--- config.mk ---
export PLATFORM = sky130hd
export DESIGN_NAME = timing_wheel_timer_table
export DESIGN_NICKNAME = d
export VERILOG_FILES = /design/src/twt_pkg.sv /design/src/twt_front.sv /design/src/twt_back.sv /design/src/twt_outq.sv /design/src/timing_wheel_timer_table.sv
export SDC_FILE = /design/constraint.sdc
export NUM_CORES = 2
export LEC_CHECK = 0
export BUFFER_PORTS_ARGS = -buffer_cell sky130_fd_sc_hd__buf_2
export CAP_MARGIN = 20
export CORE_UTILIZATION = 45
export CTS_CLUSTER_DIAMETER = 120
export DETAILED_ROUTE_END_ITERATION = 10
export GPL_TIMING_DRIVEN = 0
export SETUP_SLACK_MARGIN = 0.2
export SYNTH_ARGS = -nofsm -noshare
export SYNTH_HDL_FRONTEND = slang
export SYNTH_SLANG_ARGS = --single-unit
export TNS_END_PERCENT = 100
--- constraint.sdc ---
create_clock -name clk -period 9.8 [get_ports clk]
set_input_delay 0.49 -clock clk [delete_from_list [all_inputs] [get_ports clk]]
set_output_delay 0.49 -clock clk [all_outputs]
set_load 0.1 [all_outputs]
--- src/twt_pkg.sv ---
// Shared types and constants of the timing wheel timer table.
package twt_pkg;

  localparam logic [1:0] KIND_REG   = 2'd0;
  localparam logic [1:0] KIND_UNREG = 2'd1;
  localparam logic [1:0] KIND_TICK  = 2'd2;
  localparam logic [1:0] KIND_BAD   = 2'd3;

  localparam logic [2:0] ST_OK        = 3'd0;
  localparam logic [2:0] ST_INVALID   = 3'd1;
  localparam logic [2:0] ST_DUPLICATE = 3'd2;
  localparam logic [2:0] ST_NOT_FOUND = 3'd3;
  localparam logic [2:0] ST_FULL      = 3'd4;
  localparam logic [2:0] ST_EXPIRED   = 3'd5;
  localparam logic [2:0] ST_NONE      = 3'd6;

  localparam logic [12:0] SLOTS_RESET = 13'd1000;

  // Command beat handed from the front part to the back part.
  typedef struct packed {
    logic [1:0]  kind;
    logic [31:0] timer_id;
    logic        loop_mode;
    logic [31:0] duration;
  } cmd_t;

  // Result beat.
  typedef struct packed {
    logic [2:0]  status;
    logic [31:0] result_id;
    logic        last;
  } res_t;

endpackage

--- src/twt_front.sv ---
// Front part: accept input beats, drop unknown kinds, queue commands.
module twt_front (
  input  logic               clk,
  input  logic               rst_n,
  input  logic               in_push,
  output logic               in_full,
  input  twt_pkg::cmd_t      in_cmd,
  output logic               cq_valid,
  input  logic               cq_take,
  output twt_pkg::cmd_t      cq_cmd
);

  twt_pkg::cmd_t q_r [2];
  logic [1:0]    cnt_r;
  logic          rd_r;
  logic          wr_r;
  logic          acc;
  logic          keep;

  assign in_full  = (cnt_r == 2'd2);
  assign acc      = in_push && !in_full;
  // Kind three is dropped at the door.
  assign keep     = acc && (in_cmd.kind != twt_pkg::KIND_BAD);
  assign cq_valid = (cnt_r != 2'd0);
  assign cq_cmd   = q_r[rd_r];

  // Hold queue pointers and count.
  always_ff @(posedge clk) begin
    if (!rst_n) begin
      cnt_r <= 2'd0;
      rd_r  <= 1'b0;
      wr_r  <= 1'b0;
    end else begin
      if (keep) wr_r <= !wr_r;
      if (cq_take) rd_r <= !rd_r;
      cnt_r <= cnt_r + {1'b0, keep} - {1'b0, cq_take};
    end
  end

  // Store command payload.
  always_ff @(posedge clk) begin
    if (keep) q_r[wr_r] <= in_cmd;
  end

endmodule

--- src/twt_back.sv ---
// Back part: divide, table scan and result generation.
module twt_back #(
  parameter int MAX_TIMERS = 16,
  parameter int SLOT_BITS  = 12
) (
  input  logic                clk,
  input  logic                rst_n,
  input  logic [12:0]         slots_cfg,
  input  logic                cq_valid,
  output logic                cq_take,
  input  twt_pkg::cmd_t       cq_cmd,
  output logic                rq_push,
  input  logic                rq_full,
  output twt_pkg::res_t       rq_res
);

  localparam int IW = (MAX_TIMERS > 1) ? $clog2(MAX_TIMERS) : 1;
  localparam int SW = SLOT_BITS + 1;

  typedef enum logic [6:0] {
    S_IDLE = 7'b0000001,
    S_PMOD = 7'b0000010,
    S_DIV  = 7'b0000100,
    S_FIND = 7'b0001000,
    S_SCAN = 7'b0010000,
    S_OUT  = 7'b0100000,
    S_DONE = 7'b1000000
  } state_t;

  state_t            st_r, st_nxt;
  twt_pkg::cmd_t     cmd_r;
  logic [SW-1:0]     slots_r;
  logic [SLOT_BITS-1:0] ptr_r;
  logic [SLOT_BITS-1:0] psh_r;
  logic [SLOT_BITS-1:0] pmod_r;
  logic [31:0]       quo_r;
  logic [SW-1:0]     rem_r;
  logic [5:0]        dcnt_r;
  logic [IW:0]       ix_r;
  logic              hit_r;
  logic [IW-1:0]     hix_r;
  logic              fre_r;
  logic [IW-1:0]     fix_r;
  logic              pend_r;
  logic [31:0]       pid_r;

  logic [MAX_TIMERS-1:0] vld_r;
  logic [31:0]           eid_r  [MAX_TIMERS];
  logic                  eper_r [MAX_TIMERS];
  logic [SLOT_BITS-1:0]  eslot_r[MAX_TIMERS];
  logic [31:0]           erel_r [MAX_TIMERS];
  logic [31:0]           eleft_r[MAX_TIMERS];

  logic [IW-1:0]     ix;
  logic              ix_end;
  logic [SW-1:0]     eff;
  logic              dbit;
  logic [SW:0]       trial;
  logic              tge;
  logic [SW-1:0]     rem_step;
  logic [SW:0]       psum;
  logic [SLOT_BITS-1:0] pos;
  logic [SW-1:0]     pinc;
  logic              scan_hit;

  assign ix     = ix_r[IW-1:0];
  assign ix_end = (ix_r == (IW+1)'(MAX_TIMERS));

  // Clamp the slot count to 1 .. 2^SLOT_BITS.
  always_comb begin
    if (slots_cfg == 13'd0) eff = SW'(1);
    else if ({19'd0, slots_cfg} > (32'd1 << SLOT_BITS)) eff = SW'(1) << SLOT_BITS;
    else eff = SW'(slots_cfg);
  end

  // Restoring remainder step: pointer bits first, then duration bits.
  assign dbit     = (st_r == S_PMOD) ? psh_r[SLOT_BITS-1] : cmd_r.duration[~dcnt_r[4:0]];
  assign trial    = {rem_r, dbit};
  assign tge      = (trial >= {1'b0, slots_r});
  assign rem_step = tge ? SW'(trial - {1'b0, slots_r}) : SW'(trial);

  // Both terms are below the slot count, so one subtract wraps the sum.
  assign psum  = {1'b0, rem_r} + {2'b0, pmod_r};
  assign pos   = (psum >= {1'b0, slots_r}) ? SLOT_BITS'(psum - {1'b0, slots_r})
                                           : SLOT_BITS'(psum);
  assign pinc  = {1'b0, ptr_r} + SW'(1);

  // Entry under the scan expires on this tick.
  assign scan_hit = (st_r == S_SCAN) && !ix_end && vld_r[ix] && (eslot_r[ix] == ptr_r) &&
                    (eleft_r[ix] == 32'd0);

  assign cq_take = (st_r == S_IDLE) && cq_valid;

  // Sequence one command.
  always_comb begin
    st_nxt = st_r;
    case (st_r)
      S_IDLE: begin
        if (cq_valid) begin
          if (cq_cmd.kind == twt_pkg::KIND_REG) st_nxt = S_PMOD;
          else if (cq_cmd.kind == twt_pkg::KIND_TICK) st_nxt = S_SCAN;
          else st_nxt = S_FIND;
        end
      end
      S_PMOD: if (dcnt_r == 6'(SLOT_BITS - 1)) st_nxt = S_DIV;
      S_DIV:  if (dcnt_r == 6'd31) st_nxt = S_FIND;
      S_FIND: if (ix_r == (IW+1)'(MAX_TIMERS - 1)) st_nxt = S_OUT;
      S_SCAN: if (ix_end) st_nxt = S_DONE;
      S_OUT:  if (!rq_full) st_nxt = S_IDLE;
      S_DONE: if (!rq_full) st_nxt = S_IDLE;
      default: st_nxt = S_IDLE;
    endcase
  end

  always_ff @(posedge clk) begin
    if (!rst_n) st_r <= S_IDLE;
    else st_r <= st_nxt;
  end

  // Datapath and table update.
  always_ff @(posedge clk) begin
    if (!rst_n) begin
      vld_r  <= '0;
      ptr_r  <= '0;
      pend_r <= 1'b0;
    end else begin
      case (st_r)
        S_IDLE: begin
          if (cq_valid) begin
            cmd_r   <= cq_cmd;
            slots_r <= eff;
            psh_r   <= ptr_r;
            dcnt_r  <= '0;
            rem_r   <= '0;
            ix_r    <= '0;
            hit_r   <= 1'b0;
            fre_r   <= 1'b0;
            pend_r  <= 1'b0;
            // Advance the pointer before the scan.
            if (cq_cmd.kind == twt_pkg::KIND_TICK) begin
              ptr_r <= (pinc >= eff) ? '0 : SLOT_BITS'(pinc);
            end
          end
        end
        S_PMOD: begin
          psh_r <= psh_r << 1;
          if (dcnt_r == 6'(SLOT_BITS - 1)) begin
            dcnt_r <= '0;
            rem_r  <= '0;
            pmod_r <= SLOT_BITS'(rem_step);
          end else begin
            dcnt_r <= dcnt_r + 6'd1;
            rem_r  <= rem_step;
          end
        end
        S_DIV: begin
          dcnt_r <= dcnt_r + 6'd1;
          rem_r  <= rem_step;
          quo_r  <= {quo_r[30:0], tge};
        end
        S_FIND: begin
          ix_r <= ix_r + 1'b1;
          if (vld_r[ix] && eid_r[ix] == cmd_r.timer_id && !hit_r) begin
            hit_r <= 1'b1;
            hix_r <= ix;
          end
          if (!vld_r[ix] && !fre_r) begin
            fre_r <= 1'b1;
            fix_r <= ix;
          end
        end
        S_SCAN: begin
          if (scan_hit) begin
            // Stall while the held expiry cannot leave.
            if (!(pend_r && rq_full)) begin
              ix_r   <= ix_r + 1'b1;
              pend_r <= 1'b1;
              pid_r  <= eid_r[ix];
              if (eper_r[ix]) eleft_r[ix] <= erel_r[ix];
              else vld_r[ix] <= 1'b0;
            end
          end else if (!ix_end) begin
            ix_r <= ix_r + 1'b1;
            if (vld_r[ix] && eslot_r[ix] == ptr_r) eleft_r[ix] <= eleft_r[ix] - 32'd1;
          end
        end
        S_OUT: begin
          if (!rq_full && cmd_r.timer_id != 32'd0) begin
            if (cmd_r.kind == twt_pkg::KIND_REG && !hit_r && fre_r) begin
              vld_r[fix_r]   <= 1'b1;
              eid_r[fix_r]   <= cmd_r.timer_id;
              eper_r[fix_r]  <= cmd_r.loop_mode;
              eslot_r[fix_r] <= pos;
              erel_r[fix_r]  <= quo_r;
              eleft_r[fix_r] <= quo_r;
            end
            if (cmd_r.kind == twt_pkg::KIND_UNREG && hit_r) vld_r[hix_r] <= 1'b0;
          end
        end
        default: ;
      endcase
    end
  end

  // Form result beats. An expiry is held until the next one is found or the
  // scan ends, so that last is known when it leaves.
  always_comb begin
    rq_push = 1'b0;
    rq_res  = '0;
    case (st_r)
      S_OUT: begin
        rq_push          = 1'b1;
        rq_res.result_id = cmd_r.timer_id;
        rq_res.last      = 1'b1;
        if (cmd_r.timer_id == 32'd0) rq_res.status = twt_pkg::ST_INVALID;
        else if (cmd_r.kind == twt_pkg::KIND_REG) begin
          if (hit_r) rq_res.status = twt_pkg::ST_DUPLICATE;
          else if (!fre_r) rq_res.status = twt_pkg::ST_FULL;
          else rq_res.status = twt_pkg::ST_OK;
        end else begin
          rq_res.status = hit_r ? twt_pkg::ST_OK : twt_pkg::ST_NOT_FOUND;
        end
      end
      S_SCAN: begin
        // Release the held expiry once another is found.
        rq_push          = scan_hit && pend_r;
        rq_res.status    = twt_pkg::ST_EXPIRED;
        rq_res.result_id = pid_r;
        rq_res.last      = 1'b0;
      end
      S_DONE: begin
        rq_push = 1'b1;
        rq_res.last = 1'b1;
        if (pend_r) begin
          rq_res.status    = twt_pkg::ST_EXPIRED;
          rq_res.result_id = pid_r;
        end else begin
          rq_res.status = twt_pkg::ST_NONE;
        end
      end
      default: ;
    endcase
  end

endmodule

--- src/twt_outq.sv ---
// Result queue between the back part and the result ports.
module twt_outq (
  input  logic          clk,
  input  logic          rst_n,
  input  logic          rq_push,
  output logic          rq_full,
  input  twt_pkg::res_t rq_res,
  output logic          out_empty,
  input  logic          out_pop,
  output twt_pkg::res_t out_res
);

  twt_pkg::res_t q_r [2];
  logic [1:0]    cnt_r;
  logic          rd_r;
  logic          wr_r;
  logic          wr;
  logic          rd;

  assign rq_full   = (cnt_r == 2'd2);
  assign out_empty = (cnt_r == 2'd0);
  assign wr        = rq_push && !rq_full;
  assign rd        = out_pop && !out_empty;
  assign out_res   = q_r[rd_r];

  // Advance pointers and count.
  always_ff @(posedge clk) begin
    if (!rst_n) begin
      cnt_r <= 2'd0;
      rd_r  <= 1'b0;
      wr_r  <= 1'b0;
    end else begin
      if (wr) wr_r <= !wr_r;
      if (rd) rd_r <= !rd_r;
      cnt_r <= cnt_r + {1'b0, wr} - {1'b0, rd};
    end
  end

  always_ff @(posedge clk) begin
    if (wr) q_r[wr_r] <= rq_res;
  end

endmodule

--- src/timing_wheel_timer_table.sv ---
// Hashed timing wheel timer table. Input beats queue in a two-entry command
// queue and reach the back part when it is idle; the back part runs one
// command at a time. Register takes an accept step, a SLOT_BITS-step
// reduction of the pointer by the slot count, a 32-step restoring divide of
// the duration, a MAX_TIMERS-entry id/free scan and a result step;
// unregister takes the accept step, the id scan and the result step; tick
// advances the pointer, scans the table and stalls on each expiry found
// while the result queue is full. Results leave through a two-entry queue.
// Table contents need no clearing after reset.
module timing_wheel_timer_table #(
  parameter int MAX_TIMERS = 16,
  parameter int SLOT_BITS  = 12
) (
  input  logic        clk,
  input  logic        rst_n,
  input  logic        cfg_we,
  input  logic [12:0] cfg_wheel_slots,
  input  logic        in_push,
  output logic        in_full,
  input  logic [1:0]  in_kind,
  input  logic [31:0] in_timer_id,
  input  logic        in_loop_mode,
  input  logic [31:0] in_duration,
  output logic        out_empty,
  input  logic        out_pop,
  output logic [2:0]  out_status,
  output logic [31:0] out_result_id,
  output logic        out_last
);

  logic [12:0]   slots_r;
  twt_pkg::cmd_t in_cmd, cq_cmd;
  twt_pkg::res_t rq_res, out_res;
  logic          cq_valid, cq_take, rq_push, rq_full;

  // Hold the slot count register.
  always_ff @(posedge clk) begin
    if (!rst_n) slots_r <= twt_pkg::SLOTS_RESET;
    else if (cfg_we) slots_r <= cfg_wheel_slots;
  end

  assign in_cmd = '{kind: in_kind, timer_id: in_timer_id,
                    loop_mode: in_loop_mode, duration: in_duration};

  twt_front u_front (
    .clk, .rst_n, .in_push, .in_full, .in_cmd,
    .cq_valid, .cq_take, .cq_cmd
  );

  twt_back #(.MAX_TIMERS(MAX_TIMERS), .SLOT_BITS(SLOT_BITS)) u_back (
    .clk, .rst_n, .slots_cfg(slots_r), .cq_valid, .cq_take, .cq_cmd,
    .rq_push, .rq_full, .rq_res
  );

  twt_outq u_outq (
    .clk, .rst_n, .rq_push, .rq_full, .rq_res, .out_empty, .out_pop, .out_res
  );

  assign out_status    = out_res.status;
  assign out_result_id = out_res.result_id;
  assign out_last      = out_res.last;

endmodule

==> flow_metrics.env <==
export IMPL_startpoint_type="flip-flop"
export IMPL_dpl_cell_area_sq_um=95000
export IMPL_clock_sinks=2215
export IMPL_ys_ff_latch=2215
export IMPL_synth_distinct_cells=86
export IMPL_critPathArrivalTime_ns=8.83
export IMPL_max_slew_margin=0.220
export IMPL_finalClockSkew_ns=0.0799
export IMPL_cts_resized=0
export IMPL_ios=123
export IMPL_slew_violations=0
export IMPL_switching_share=0.324
export IMPL_peakVddDrop_mv=0.234
export IMPL_internal_power_w=0.0206
export IMPL_netlist_area_sq_um=88400
export IMPL_fin_crit_ns=8.29
export IMPL_cts_setup_buffers=0
export IMPL_grt_ovfl_total=0
export IMPL_path_class="reg2reg"
export IMPL_synth_cells=4350
export IMPL_r2r_slack_ns=1.51
export IMPL_layout_common_cells="edfxtp_1 (2152), mux4_2 (496), clkbuf_16 (222)"
export IMPL_fin_area_sq_um=103000
export IMPL_max_stage_delay_ns=0.82
export IMPL_finalCritPeriodShare=0.846
export IMPL_placedCellCount=7231
export IMPL_io_buffers=121
export IMPL_max_freq_mhz=121
export IMPL_fin_tns_setup_ns=0
export IMPL_multiInputGateArea_sq_um=21600
export IMPL_power_density_nw_per_um2=295
export IMPL_required_ns=10.35
export IMPL_area_growth_pct=16.8
export IMPL_grt_max_degree=45
export IMPL_initial_core_util=0.453
export IMPL_vias=45900
export IMPL_path_max_fanout=17
export IMPL_ys_flop_type="edfxtp_1"
export IMPL_syn_avg_cell_area_sq_um=20.3
export IMPL_whs_ns=0.119
export IMPL_yosysSeqAreaShare=0.745
export IMPL_yosysWarnings=0
export IMPL_grt_use_met2=0.380
export IMPL_synthArstFlopShare=0
export IMPL_drive_above_1_share=0.271
export IMPL_power_leakage_nw=32.8
export IMPL_p_clk_frac=0.278
export IMPL_finalNetCount=5079
export IMPL_nFillCells=15200
export IMPL_routedWlPerCell_microns=29.9
export IMPL_die_x_microns=445
export IMPL_core_region_area_sq_um=195000
export IMPL_setup_viol=0
export IMPL_stdcell_count=7747
export IMPL_wl_microns=232000
export IMPL_avgViaCountPerCell=5.93
export IMPL_yosys_top_cells_area="edfxtp_1 (73%), mux4_2 (13%), mux2_2 (1.9%)"
export IMPL_grt_pass1_wl_microns=333000
export IMPL_holdCritPathClass="in2reg"
export IMPL_synth_top_area_frac=0.731
export IMPL_cts_hold_buf=83
export IMPL_die_area_sq_um=198000
export IMPL_grt_util_all_layers=0.235
export IMPL_drc_errors=0
export IMPL_antenna_found_initial=3
export IMPL_crit_path_frequent_cell="buf_2"
export IMPL_path_cells="clkbuf_1, buf_2, buf_2, buf_2, buf_2, buf_1, clkbuf_1, buf_8, buf_1, a21oi_1, ha_1, nor2b_1, a2bb2oi_1, nor3b_1, nand4_2, nor3b_1, buf_4, o32ai_2, nor2_4, buf_12"
export IMPL_critPathTopFamily="buffers and inverters"
export IMPL_htree_levels=4
export IMPL_syn_nets=4504
export IMPL_final_common_cell="edfxtp_1"
export IMPL_crit_slowest_cell="buf_1"
export IMPL_cts_tree="yes"
export IMPL_p_switching_w=0.00987
export IMPL_worstMarginPinSlew_ns=1.17
export IMPL_post_route_util=0.530
export IMPL_combPwrFrac=0.308
export IMPL_drt_pre_antenna_iters=5
export IMPL_gp_congestion=0.888
export IMPL_hp_start="rst_n"
export IMPL_synth_largest_area_cell="edfxtp_1"
export IMPL_cts_made_buffers=221
export IMPL_clockBufferDepth=3
export IMPL_drtAntennaViolNets=0
export IMPL_die_y_microns=445
export IMPL_rsz0062_at_grt="false"
export IMPL_cp_num_buf_inv=11
export IMPL_cp_end_kind="flip-flop"
export IMPL_met3_usage=0.0312
export IMPL_hold_viol_final=0
export IMPL_drtIter0Drc=5591
export IMPL_dpl_hpwl_microns=153000
export IMPL_first_global_vias=46000
export IMPL_path_clk_slew_ns=0.06
export IMPL_synth_enable_flop_cells=2152
export IMPL_clk_latency_ns=0.88
export IMPL_cts_root_buf="clkbuf_16"
export IMPL_busiest_layer="met2"
export IMPL_status="finished, final reports clean"
export IMPL_register_area_sq_um=65900
export IMPL_seqPwrFrac=0.414
export IMPL_rows=162
export IMPL_cap_violations=0
export IMPL_grt_use_met1=0.340
-- worst min-delay path: cells and delay by family --
kind / cells / cell delay (ns)
AOI/OAI and AO/OA: 1 / 0.08
buffers and inverters: 2 / 0.37
-- cell usage after synthesis (11+ instances only) --
| cell | count |
|---|---|
| edfxtp_1 | 2152 |
| mux4_2 | 496 |
| nor2_1 | 149 |
| mux2_2 | 146 |
| nand2_1 | 145 |
| mux2i_1 | 110 |
| clkbuf_1 | 95 |
| xnor2_1 | 90 |
| inv_1 | 67 |
| ha_1 | 66 |
| dfxtp_1 | 63 |
| buf_2 | 57 |
| a22oi_1 | 56 |
| nand3_1 | 56 |
| a21oi_1 | 55 |
| nor2b_1 | 53 |
| a22o_1 | 41 |
| o21ai_1 | 37 |
| nand4_1 | 33 |
| xor2_1 | 29 |
| o21ai_0 | 28 |
| nor3_1 | 25 |
| buf_1 | 24 |
| nor4_1 | 20 |
| and3_1 | 16 |
| buf_6 | 15 |
| and2_1 | 14 |
| nand2b_1 | 13 |
| nor3b_1 | 12 |
| a31oi_1 | 11 |
-- final timing paths --
path,endpoint,depth (start not counted)
setup / recovery,u_back.eleft_r[0][4],20
hold / removal,u_back.vld_r[0],3
hold reg to reg,u_back.vld_r[5],2
setup reg to reg,u_back.eleft_r[0][4],20
-- stage by stage --
stage | power [W] | setup WS, ns
after global placement | 0.0218 | -8.21
after detailed placement | 0.0221 | 1.43
final | 0.0304 | 1.51
after CTS | 0.0305 | 1.37
after floorplan | 0.0186 | 1.57
after global routing | 0.0315 | 1.29
-- state kept, by name (all words and copies together), names as in the netlist, 5 cells and up, named ones only --
signal,flops
u_back.vld_r,16
u_back.cmd_r,67
u_back.pmod_r,12
u_back.pid_r,32
u_back.eper_r,16
u_back.slots_r,13
u_back.ptr_r,12
u_back.eid_r,512
u_outq.q_r,72
u_back.psh_r,12
u_back.erel_r,512
u_back.quo_r,32
u_back.dcnt_r,6
u_back.st_r,7
u_back.ix_r,5
u_back.rem_r,13
u_back.eleft_r,512
u_back.eslot_r,192
slots_r,13
u_front.q_r,134
-- power groups by stage --
stage	Sequential, W	Clock [W]	Combinational [W]
after global placement	0.0128	0	0.00900
after floorplan	0.0126	0	0.00606
after CTS	0.0126	0.00857	0.00935
after detailed placement	0.0128	0	0.00930
final	0.0126	0.00845	0.00938
after global routing	0.0126	0.00892	0.00997
-- layout make-up --
class,instances,area share
Inverter,68,0.00247
Tap cell,2624,0.0318
Clock buffer,268,0.0558
Clock inverter,150,0.0148
Timing Repair Buffer,352,0.0386
Antenna cell,3,0.0000727
Sequential cell,2215,0.638
Multi-Input combinational cell,1863,0.209
Buffer,204,0.00981
-- cells by family (layout without fill, tap and decap cells) --
family	after synthesis	count (layout)	synth area share
AOI/OAI and AO/OA	331	331	0.0261
xor gates and xnor gates	119	119	0.0118
adders and majority gates	69	69	0.0100
buffers and inverters	272	1042	0.0144
DFF	2215	2215	0.745
muxes	755	755	0.158
other	0	3	0
and+or+nand+nor	589	589	0.0344
-- routing by layer --
layer / wire (microns) / share of wire
met1: 98600 / 0.43
met2: 113000 / 0.49
met3: 15600 / 0.067
met4: 4800 / 0.021
met5: 0 / 0
No activity file was read; power rests on OpenSTA's default activity.
